--- src/hw/rtl/gbm_antithetic_path_step_macros.svh ---
// Assertion macros shared by the GBM path step RTL.
// Used by gbm_antithetic_path_step.sv; no other dependencies.
`ifndef GBM_ANTITHETIC_PATH_STEP_MACROS_SVH
`define GBM_ANTITHETIC_PATH_STEP_MACROS_SVH

// Same-cycle implication, disabled during reset.
`define GBM_ASSERT_NOW(label, clk, rst, ante, cons, msg) \
   label: assert property (@(posedge clk) disable iff (rst) (ante) |-> (cons)) else $error(msg);

// Next-cycle implication, disabled during reset.
`define GBM_ASSERT_NEXT(label, clk, rst, ante, cons, msg) \
   label: assert property (@(posedge clk) disable iff (rst) (ante) |=> (cons)) else $error(msg);

`endif

--- src/hw/rtl/gbm_pkg.sv ---
// Shared types, constants and tables for the GBM path step block.
// No dependencies; used by gbm_grow and gbm_antithetic_path_step.
package gbm_pkg;

   localparam int MAX_ASSETS_DEFAULT = 16;

   localparam logic [31:0] TIME_STEP_RESET = 32'd17043521;
   localparam logic [31:0] ROOT_STEP_RESET = 32'd270557600;

   localparam logic [47:0] PRICE_MAX = 48'hFFFF_FFFF_FFFF;
   localparam logic [23:0] LN2_Q24 = 24'd11629080;
   // floor(2^31 / ln2_q24), quotient estimate is low by at most one
   localparam logic [7:0] LN2_RECIP = 8'd184;
   localparam logic [7:0] K_BIAS = 8'd100;
   localparam logic signed [37:0] EXPO_HIGH = 38'sd558195840;   // 48 * ln2
   localparam logic signed [37:0] EXPO_LOW = -38'sd1162908000;  // -100 * ln2
   localparam logic signed [37:0] EXPO_BIAS = 38'sd1162908000;
   localparam logic [3:0] EXP_TERMS = 4'd12;
   localparam logic [32:0] ONE_Q32 = 33'h1_0000_0000;
   localparam logic [31:0] DRIFT_MAX = 32'h7FFF_FFFF;
   localparam logic [31:0] DRIFT_MIN = 32'h8000_0000;

   typedef enum logic [1:0] {
      CSR_TIME_STEP  = 2'd0,
      CSR_ROOT_STEP  = 2'd1,
      CSR_ANTITHETIC = 2'd2
   } csr_index_type;

   typedef enum logic {
      OP_LOAD = 1'b0,
      OP_STEP = 1'b1
   } op_type;

   typedef enum logic [4:0] {
      C_IDLE, C_SQUARE, C_DIFF, C_DT_HI, C_DT_LO, C_DRIFT, C_LOAD_WR,
      C_READ, C_FETCH, C_EXPO, C_MAIN, C_MAIN_WAIT, C_MIRROR, C_MIRROR_WAIT,
      C_WRITE, C_EMIT
   } ctl_state_type;

   typedef enum logic [3:0] {
      G_IDLE, G_QUOT, G_REM, G_CORR, G_TMUL, G_TDIV, G_TCHK, G_TADD,
      G_PHI, G_PLO, G_SUM, G_SHIFT, G_FIN
   } grow_state_type;

   typedef struct packed {
      logic              start;
      logic [47:0]       price;
      logic signed [37:0] expo;
   } grow_req_type;

   typedef struct packed {
      logic        busy;
      logic        done;
      logic [47:0] price;
   } grow_rsp_type;

   // floor(2^32 / n), n = 1 uses 2^32-1 (the correction step fixes it up)
   function automatic logic [31:0] term_recip(input logic [3:0] n);
      logic [31:0] r;
      unique case (n)
         4'd1:    r = 32'hFFFF_FFFF;
         4'd2:    r = 32'd2147483648;
         4'd3:    r = 32'd1431655765;
         4'd4:    r = 32'd1073741824;
         4'd5:    r = 32'd858993459;
         4'd6:    r = 32'd715827882;
         4'd7:    r = 32'd613566756;
         4'd8:    r = 32'd536870912;
         4'd9:    r = 32'd477218588;
         4'd10:   r = 32'd429496729;
         4'd11:   r = 32'd390451572;
         4'd12:   r = 32'd357913941;
         default: r = 32'd0;
      endcase
      return r;
   endfunction

endpackage

--- src/hw/rtl/gbm_grow.sv ---
// Multi-cycle price growth unit: price * exp(x), Q24.24 price, Q.24 exponent.
// Depends on gbm_pkg; one shared 33x33 multiplier, 12-term series.
module gbm_grow (
   input  logic                  clock,
   input  logic                  reset,
   input  gbm_pkg::grow_req_type grow_req,
   output gbm_pkg::grow_rsp_type grow_rsp
);

   gbm_pkg::grow_state_type state_ff, state_in;

   logic [47:0]  price_ff;
   logic [30:0]  y_ff;
   logic         high_ff, low_ff;
   logic [7:0]   q_ff;
   logic signed [7:0] k_ff;
   logic [31:0]  r32_ff;
   logic [32:0]  term_ff;
   logic [32:0]  e_ff;
   logic [31:0]  t_ff;
   logic [31:0]  qd_ff;
   logic [3:0]   n_ff;
   logic [56:0]  acc_ff;
   logic [80:0]  p_ff;
   logic [65:0]  prod_ff;
   logic [47:0]  result_ff;

   logic [32:0]  mul_a, mul_b;
   logic [30:0]  y_in;
   logic [30:0]  rem;
   logic         rem_ge;
   logic [7:0]   q_in;
   logic [8:0]   k_full;
   logic [23:0]  r_in;
   logic [31:0]  rem_t;
   logic [31:0]  term_in;
   logic [6:0]   sh_amt;
   logic [128:0] wide;
   logic [128:0] shifted;
   logic [47:0]  result_in;

   always_ff @(posedge clock) begin
      if (reset) begin
         state_ff <= gbm_pkg::G_IDLE;
      end else begin
         state_ff <= state_in;
      end
   end

   // next state
   always_comb begin
      state_in = state_ff;
      unique case (state_ff)
         gbm_pkg::G_IDLE:  if (grow_req.start) state_in = gbm_pkg::G_QUOT;
         gbm_pkg::G_QUOT:  state_in = gbm_pkg::G_REM;
         gbm_pkg::G_REM:   state_in = gbm_pkg::G_CORR;
         gbm_pkg::G_CORR:  state_in = gbm_pkg::G_TMUL;
         gbm_pkg::G_TMUL:  state_in = gbm_pkg::G_TDIV;
         gbm_pkg::G_TDIV:  state_in = gbm_pkg::G_TCHK;
         gbm_pkg::G_TCHK:  state_in = gbm_pkg::G_TADD;
         gbm_pkg::G_TADD: begin
            if (n_ff == gbm_pkg::EXP_TERMS) state_in = gbm_pkg::G_PHI;
            else state_in = gbm_pkg::G_TMUL;
         end
         gbm_pkg::G_PHI:   state_in = gbm_pkg::G_PLO;
         gbm_pkg::G_PLO:   state_in = gbm_pkg::G_SUM;
         gbm_pkg::G_SUM:   state_in = gbm_pkg::G_SHIFT;
         gbm_pkg::G_SHIFT: state_in = gbm_pkg::G_FIN;
         gbm_pkg::G_FIN:   state_in = gbm_pkg::G_IDLE;
         default:          state_in = gbm_pkg::G_IDLE;
      endcase
   end

   // outputs: multiplier operands and status
   always_comb begin
      mul_a = '0;
      mul_b = '0;
      unique case (state_ff)
         gbm_pkg::G_QUOT: begin
            mul_a = 33'(y_ff);
            mul_b = 33'(gbm_pkg::LN2_RECIP);
         end
         gbm_pkg::G_REM: begin
            mul_a = 33'(prod_ff[38:31]);
            mul_b = 33'(gbm_pkg::LN2_Q24);
         end
         gbm_pkg::G_TMUL: begin
            mul_a = term_ff;
            mul_b = {1'b0, r32_ff};
         end
         gbm_pkg::G_TDIV: begin
            mul_a = {1'b0, prod_ff[63:32]};
            mul_b = {1'b0, gbm_pkg::term_recip(n_ff)};
         end
         gbm_pkg::G_TCHK: begin
            mul_a = {1'b0, prod_ff[63:32]};
            mul_b = 33'(n_ff);
         end
         gbm_pkg::G_PHI: begin
            mul_a = 33'(price_ff[47:24]);
            mul_b = e_ff;
         end
         gbm_pkg::G_PLO: begin
            mul_a = 33'(price_ff[23:0]);
            mul_b = e_ff;
         end
         default: begin
            mul_a = '0;
            mul_b = '0;
         end
      endcase
      grow_rsp.busy  = (state_ff != gbm_pkg::G_IDLE);
      grow_rsp.done  = (state_ff == gbm_pkg::G_FIN);
      grow_rsp.price = result_ff;
   end

   // range reduction: y = x + 100*ln2, k = floor(y / ln2) - 100
   always_comb begin
      y_in   = 31'(grow_req.expo + gbm_pkg::EXPO_BIAS);
      rem    = y_ff - prod_ff[30:0];
      rem_ge = (rem >= 31'(gbm_pkg::LN2_Q24));
      q_in   = q_ff + 8'(rem_ge);
      k_full = {1'b0, q_in} - {1'b0, gbm_pkg::K_BIAS};
      r_in   = rem_ge ? 24'(rem - 31'(gbm_pkg::LN2_Q24)) : rem[23:0];
      // series term divide: estimate from reciprocal, then fix up by one
      rem_t   = t_ff - prod_ff[31:0];
      term_in = qd_ff + 32'(rem_t >= 32'(n_ff));
   end

   // final scale by 2^k and drop the Q.32 fraction, saturating high and flushing low to zero
   always_comb begin
      sh_amt  = k_ff[7] ? 7'(-k_ff) : 7'(k_ff);
      wide    = {48'd0, p_ff};
      shifted = k_ff[7] ? (wide >> sh_amt) : (wide << sh_amt);
      priority if (price_ff == '0 || low_ff) begin
         result_in = '0;
      end else if (high_ff || (|shifted[128:80])) begin
         result_in = gbm_pkg::PRICE_MAX;
      end else begin
         result_in = shifted[79:32];
      end
   end

   always_ff @(posedge clock) begin
      prod_ff <= 66'(mul_a) * 66'(mul_b);
      unique case (state_ff)
         gbm_pkg::G_IDLE: begin
            if (grow_req.start) begin
               price_ff <= grow_req.price;
               y_ff     <= y_in;
               high_ff  <= (grow_req.expo >= gbm_pkg::EXPO_HIGH);
               low_ff   <= (grow_req.expo < gbm_pkg::EXPO_LOW);
            end
         end
         gbm_pkg::G_REM: q_ff <= prod_ff[38:31];
         gbm_pkg::G_CORR: begin
            k_ff    <= signed'(k_full[7:0]);
            r32_ff  <= {r_in, 8'd0};
            term_ff <= gbm_pkg::ONE_Q32;
            e_ff    <= gbm_pkg::ONE_Q32;
            n_ff    <= 4'd1;
         end
         gbm_pkg::G_TDIV: t_ff <= prod_ff[63:32];
         gbm_pkg::G_TCHK: qd_ff <= prod_ff[63:32];
         gbm_pkg::G_TADD: begin
            term_ff <= {1'b0, term_in};
            e_ff    <= e_ff + 33'(term_in);
            n_ff    <= n_ff + 4'd1;
         end
         gbm_pkg::G_PLO: acc_ff <= prod_ff[56:0];
         gbm_pkg::G_SUM: p_ff <= {acc_ff, 24'd0} + 81'(prod_ff[56:0]);
         gbm_pkg::G_SHIFT: result_ff <= result_in;
         default: ;
      endcase
   end

endmodule
--- config.mk ---
export PLATFORM = sky130hd
export DESIGN_NAME = gbm_grow
export DESIGN_NICKNAME = d
export VERILOG_FILES = /design/src/hw/rtl/gbm_antithetic_path_step_macros.svh /design/src/hw/rtl/gbm_pkg.sv /design/src/hw/rtl/gbm_grow.sv
export SDC_FILE = /design/constraint.sdc
export NUM_CORES = 2
export LEC_CHECK = 0
export BUFFER_PORTS_ARGS = -buffer_cell sky130_fd_sc_hd__buf_2
export CELL_PAD_IN_SITES_DETAIL_PLACEMENT = 0
export CELL_PAD_IN_SITES_GLOBAL_PLACEMENT = 1
export CORE_ASPECT_RATIO = 1.4
export CORE_MARGIN = 8
export CORE_UTILIZATION = 32
export CTS_CLUSTER_SIZE = 30
export DETAILED_ROUTE_END_ITERATION = 7
export PLACE_DENSITY = 0.56
export SLEW_MARGIN = 10
export SYNTH_ARGS = -nofsm -noshare
export SYNTH_HDL_FRONTEND = slang
export SYNTH_SLANG_ARGS = --single-unit
--- constraint.sdc ---
create_clock -name clock -period 14 [get_ports clock]
set_input_delay 2.1 -clock clock [delete_from_list [all_inputs] [get_ports clock]]
set_output_delay 2.1 -clock clock [all_outputs]
set_load 0.01 [all_outputs]
# [Word-level counts from Yosys, hierarchy flattened]
# Memories as Yosys holds them, arrays and structs flattened. A register that Yosys moved wholly into a read port is not among the register bits.
# Index checks and enable logic that the tools add are counted.
[word_totals] reg_bits=509 mem_bits_ro=512 n_memories=1 word_cells=73 out_inout_bits=50
[memory_table] name="(name not given)" words=16 width=32 rd=1 rd_ports_with_merged_regs=1 wr=0 line_no="gbm_pkg.sv:60" source="unique case (n)"
[op_classes] eq_ne=14 n_lt_le_gt_ge=4 add_sub_neg=11 reduce_logical=10 mux=13 n_mul=1 shifts=2
[op_table] op="33-bit one-hot mux with 6 select lines" count=2
[op_table] op="33-bit one-hot mux with 2 select lines" count=2
[op_table] op="129-bit two-way mux" count=1
[op_table] op="81-bit by 7-bit left shift with 129-bit output" count=1
[op_table] op="81-bit by 7-bit >> shifter with 129-bit output" count=1
[op_table] op="81-bit by 57-bit adder with 81-bit output" count=1
[op_table] op="33-bit by 33-bit multiplier with 64-bit output" count=1
[op_table] op="49-bit OR reduction" count=1
[op_table] op="48-bit zero test" count=1
[op_table] op="48-bit two-way mux" count=1
[op_table] op="4-bit one-hot mux with 12 select lines" count=1
[op_table] op="38-bit by 31-bit >= comparator with 1-bit output, second input constant" count=1
[op_table] op="38-bit by 32-bit < comparator with 1-bit output, second input constant" count=1
[op_table] op="33-bit by 32-bit adder with 33-bit output" count=1
[op_table] op="32-bit by 1-bit adder with 32-bit output" count=1
[op_table] op="32-bit by 4-bit >= comparator with 1-bit output" count=1
[op_table] op="32-bit subtractor" count=1
[op_table] op="31-bit adder, second input constant" count=1
[op_table] op="31-bit by 24-bit >= comparator with 1-bit output, second input constant" count=1
[op_table] op="31-bit subtractor" count=1
[op_table] op="4-bit equality test, second input constant" count=6
[op_table] op="24-bit two-way mux" count=1
[op_table] op="24-bit subtractor, second input constant" count=1
[op_table] op="4-bit by 3-bit equality test with 1-bit output, second input constant" count=4
[op_table] op="other kinds (16)" count=21

# [Logic depth before layout (Yosys ltp)]
[logic_depth] word_depth=7 depth_mapped=40

# [Worst setup path after synthesis]
# Ideal clock, no wire load.
[synth_path] path_kind="flip-flop to flip-flop" start="register state_ff[2]" end="register prod_ff[60]" stages_incl_launch_ff=34 setup_slack_ps=3644 setup_time_ps=58 n_path_buf=3 required_ps=13942 t_arrival_ps=10297 synth_period_minus_slack_ps=10356 cell_sequence="dfxtp_1 > clkbuf_1 > nand2b_1 > nor2_1 > clkbuf_1 > a22oi_1 > nand3_1 > clkbuf_1 > nand2_1 > fa_1 > inv_1 > fa_1 > inv_1 > fa_1 > inv_1 > fa_1 > fa_1 > fa_1 > fa_1 > inv_1 > fa_1 > inv_1 > ha_1 > a21o_1 > a21o_1 > a21o_1 > a311o_1 > a221oi_1 > o21ai_0 > a21o_1 > nand2_1 > o21ai_0 > nor4b_1 > a211o_1"
[synth_between] elab_chain_cells=4
[synth_lines] item="start: declaration" line_no="gbm_grow.sv:10" source="gbm_pkg::grow_state_type state_ff, state_in;"
[synth_lines] item="start signal: assignment" line_no="gbm_grow.sv:44" source="state_ff <= gbm_pkg::G_IDLE;"
[synth_lines] item="start signal: assignment" line_no="gbm_grow.sv:46" source="state_ff <= state_in;"
[synth_lines] item="4-bit by 3-bit equality test with 1-bit output / 4-bit equality test (equally long branches)" line_no="gbm_grow.sv:78" source="unique case (state_ff)"
[synth_lines] item="2-bit OR reduction (no line)"
[synth_lines] item="33-bit one-hot mux with 6 select lines" line_no="gbm_grow.sv:78"
[synth_lines] item="33-bit by 33-bit multiplier with 64-bit output (*)" line_no="gbm_grow.sv:145" source="prod_ff <= 66'(mul_a) * 66'(mul_b);"
[synth_lines] item="end signal: assignment" line_no="gbm_grow.sv:145"
[synth_lines] item="end: declaration" line_no="gbm_grow.sv:25" source="logic [65:0] prod_ff;"
# Mark *: on every way between the ends. The rest lies on a longest branch, timed or not.
# A chain may end at the register's enable or synchronous reset.

# [Worst setup path in the final report]
[layout_path] start="register state_ff[1]" end="register prod_ff[60]"
# Same word-level chain as after synthesis.

==> results.cfg <==
[place]
globalplace.congestion = 0.981
placed_cell_area_mm2 = 0.0740
numPortBuffers = 138
dp_cells = 10300
hpwl_um = 257000

[route]
post-route-drc-count = 0
ant_nets = 0
wl_um = 316000
vias_per_cell = 5.33
drtPass1Iterations = 8
via_count = 55400
wl_per_cell_um = 30.3
drt_iter0_drc = 4196

[worst_setup_path]
reg2reg_from = state_ff[1]$_SDFFE_PP0P_
critPathCaptureType = flop
critical_path.startpoint_type = flop
cp.required_ns = 14.62
cp_slowest_cell = nand3_1
ff2ff_setup_slack_ns = 2.34
cp_num_buf_inv = 6
crit_fanout = 19
critPathMaxStageDelay_ns = 0.97
startpoint = state_ff[1]$_SDFFE_PP0P_
cp_common_cell = fa_1
critPathArrivalTime_ns = 12.29
cp.depth = 29
r2r-end = prod_ff[60]$_DFF_P_
cp-endpoint = prod_ff[60]$_DFF_P_
r2r_cells = 29
critPathTopFamily = adder cells
path_class = reg2reg

[timing]
clock_skew_ns = 0.0577
final_max_slew_viol_count = 0
tightest_slew_ns = 1.32
hold_viol_final = 0
max_freq_mhz = 85.7
timing.setup.tns_ns = 0
setup_viol = 0
period_minus_slack_ns = 11.66
rsz0062_at_grt = false
slew_headroom_pct = 11.6
post-route-period-util_pct = 83.3

[global_routing]
grt_pass1_wl_um = 442000
grt_start_max_net_pins = 101
grt_usage_pct = 26.5
overflow = 0
grt_antenna_before_repair = 20
grt_pass1_vias = 59100

[final_layout]
fin_area_mm2 = 0.0761
utilization_pct = 35.2
flow.area_growth_from_synthesis_pct = 9.82
final_nets = 8926
final_cells = 10400
drive_gt1_share_pct = 8.79
fill_cells = 22300

[clocking]
clk_latency_ns = 0.75
clockBufferDepth = 3
path_clk_slew_ns = 0.07
hold_buffers = 0
clkSinkCount = 530
post_cts_buffers = 0
cts-resized-gates = 0
htree_levels = 2
cts_tree = yes
numCtsBuffers = 61
root_buffer = clkbuf_16

[yosys]
synth.distinct_cells = 93
netlist_area_mm2 = 0.0693
yosysWarnings = 0
ys_ff_latch = 530
synth-main-ff-cell = edfxtp_1
netlist_instances = 7430
synthArstFlopShare_pct = 0
ys_seq_area_share_pct = 21.7
avgSynthCellArea_um2 = 9.32
synth-edff-count = 441

[power]
power_mw = 6.88
powerDensity_mw_per_mm2 = 90.4
ir_drop_v = 0.000108
leakagePower_nw = 33.8

[outcome]
status = finished, final reports clean

[floorplan]
initial_core_util_pct = 32.1
die_x_um = 409
die_h_um = 567
row_count = 202
ios = 139
dieArea_mm2 = 0.232
core-area_mm2 = 0.216

[hold_path]
hp-class = reg2reg

[job]
cap_violations = 0
kinds of logic (layout without fill, tap and decap cells):
family          Yosys count  in the layout  share of synthesized area [%]
compound gates          994            994                           9.45
xor+xnor                261            261                           3.32
fa+ha+maj              1355           1355                           34.9
buf+inv                1531           1622                           8.51
flops                   530            530                           21.7
mux                     528            528                           8.21
other cells               2             23                         0.0108
simple gates           2229           2229                           13.9
registers in the layout, summed over array words and instances (netlist names), 4 cells and up, named ones only:
name,flops
e_ff,33
state_ff,4
acc_ff,57
term_ff,33
prod_ff,64
k_ff,8
qd_ff,32
result_ff,48
q_ff,8
y_ff,31
p_ff,81
price_ff,48
t_ff,32
r32_ff,24
n_ff,4
how the worst min path moves through the flow:
stage,startpoint,cells past startpoint,endpoint
floorplan,prod_ff[57]$_DFF_P_,0,qd_ff[25]$_DFFE_PN_
detailed placement,prod_ff[25]$_DFF_P_,0,acc_ff[25]$_DFFE_PN_
global placement,prod_ff[25]$_DFF_P_,0,acc_ff[25]$_DFFE_PN_
global route,prod_ff[25]$_DFF_P_,0,acc_ff[25]$_DFFE_PN_
CTS,prod_ff[25]$_DFF_P_,0,acc_ff[25]$_DFFE_PN_
finish,prod_ff[25]$_DFF_P_,0,acc_ff[25]$_DFFE_PN_
routing by layer:
| layer | wire [µm] | share of wire [%] | vias to the layer above | track usage, % |
|---|---|---|---|---|
| met1 | 115000 | 36 | 28500 | 29.2 |
| met3 | 15100 | 4.8 | 647 | 3.20 |
| met2 | 160000 | 51 | 1823 | 47.7 |
| met4 | 26300 | 8.3 | 0 | 17.9 |
| li1 | - | - | 24400 | - |
| met5 | 0 | 0 | - | 0 |
power by group:
| part | switching, mW | internal, mW | total (mW) |
|---|---|---|---|
| logic | 2.02 | 1.02 | 3.04 |
| registers | 0.231 | 1.89 | 2.13 |
| clock network | 0.748 | 0.961 | 1.71 |
cells in the mapped netlist (11+ instances only):
| library cell | instances | area, µm² |
|---|---|---|
| buf_1 | 32 | 120 |
| mux4_2 | 23 | 518 |
| xnor2_1 | 184 | 1610 |
| inv_1 | 1159 | 4350 |
| ha_1 | 394 | 4930 |
| a31oi_1 | 42 | 263 |
| mux2_2 | 84 | 946 |
| mux2i_1 | 419 | 4190 |
| o21a_1 | 37 | 278 |
| nor2_1 | 783 | 2940 |
| o31ai_1 | 17 | 128 |
| and4_1 | 12 | 105 |
| nand2b_1 | 49 | 307 |
| a211oi_1 | 36 | 270 |
| or3_1 | 19 | 119 |
| fa_1 | 961 | 19200 |
| dfxtp_1 | 89 | 1780 |
| o211ai_1 | 33 | 248 |
| nand4_1 | 36 | 225 |
| nor3_1 | 63 | 315 |
| and2_1 | 77 | 482 |
| clkbuf_1 | 278 | 1040 |
| a221oi_1 | 22 | 193 |
| o22ai_1 | 26 | 163 |
| nor4_1 | 26 | 163 |
| a222oi_1 | 14 | 140 |
| nand2_1 | 884 | 3320 |
| a21o_1 | 121 | 908 |
| xor2_1 | 75 | 657 |
| o21bai_1 | 26 | 195 |
| or2_2 | 11 | 68.8 |
| buf_2 | 45 | 225 |
| edfxtp_1 | 441 | 13200 |
| a22oi_1 | 66 | 495 |
| a21oi_1 | 274 | 1370 |
| and3_1 | 74 | 463 |
| a21oi_2 | 20 | 175 |
| nand3_1 | 134 | 671 |
| o21ai_0 | 160 | 801 |
| nor2b_1 | 23 | 144 |
worst reg2reg max path, delay by kind of cell (launching register included):
kind,cells,cell delay [ns]
DFF,1,0.46
AOI/OAI and AO/OA,5,2.18
adders and majority gates,9,4.44
buffers and inverters,6,0.70
and+or+nand+nor,9,3.73
cell usage in the layout (no fill, tap or decap), drive strengths merged, types with 15 or more instances in the layout:
cell    netlist  routed
o21ai       161     161
a221oi       22      22
nor4         26      26
or3          19      19
conb          2      15
dfxtp        89      89
nand2       884     884
inv        1159    1165
a21o        121     121
nor2b        23      23
and2         78      78
nand4        36      36
buf          93     347
xnor2       186     186
a211oi       37      37
a21oi       295     295
nor3         64      64
edfxtp      441     441
ha          394     394
o21a         37      37
clkbuf      278      79
a31oi        42      42
and3         74      74
clkinv        1      20
mux4         23      23
nand3       134     134
nand2b       49      49
o31ai        18      18
a22oi        66      66
nor2        783     783
mux2i       419     419
xor2         75      75
o22ai        26      26
mux2         86      86
o21bai       26      26
o211ai       33      33
fa          961     961
metrics by stage:
stage	setup slack (ns)	hold WS [ns]
final	2.34	0.516
after floorplan	3.64	0.425
after global routing	1.96	0.531
after CTS	2.40	0.511
after global placement	2.47	0.471
after detailed placement	2.44	0.491
cell type report:
type,instances,area [µm²],share of cell area [%]
Antenna cell,8,20.0,0.0263
Inverter,1160,4360,5.73
Sequential cell,530,15000,19.8
Tap cell,2856,3570,4.70
Timing Repair Buffer,347,2280,3.00
Multi-Input combinational cell,5382,48700,64.1
Clock buffer,79,1640,2.15
Clock inverter,36,435,0.572
No activity file was read; power rests on OpenSTA's default activity.
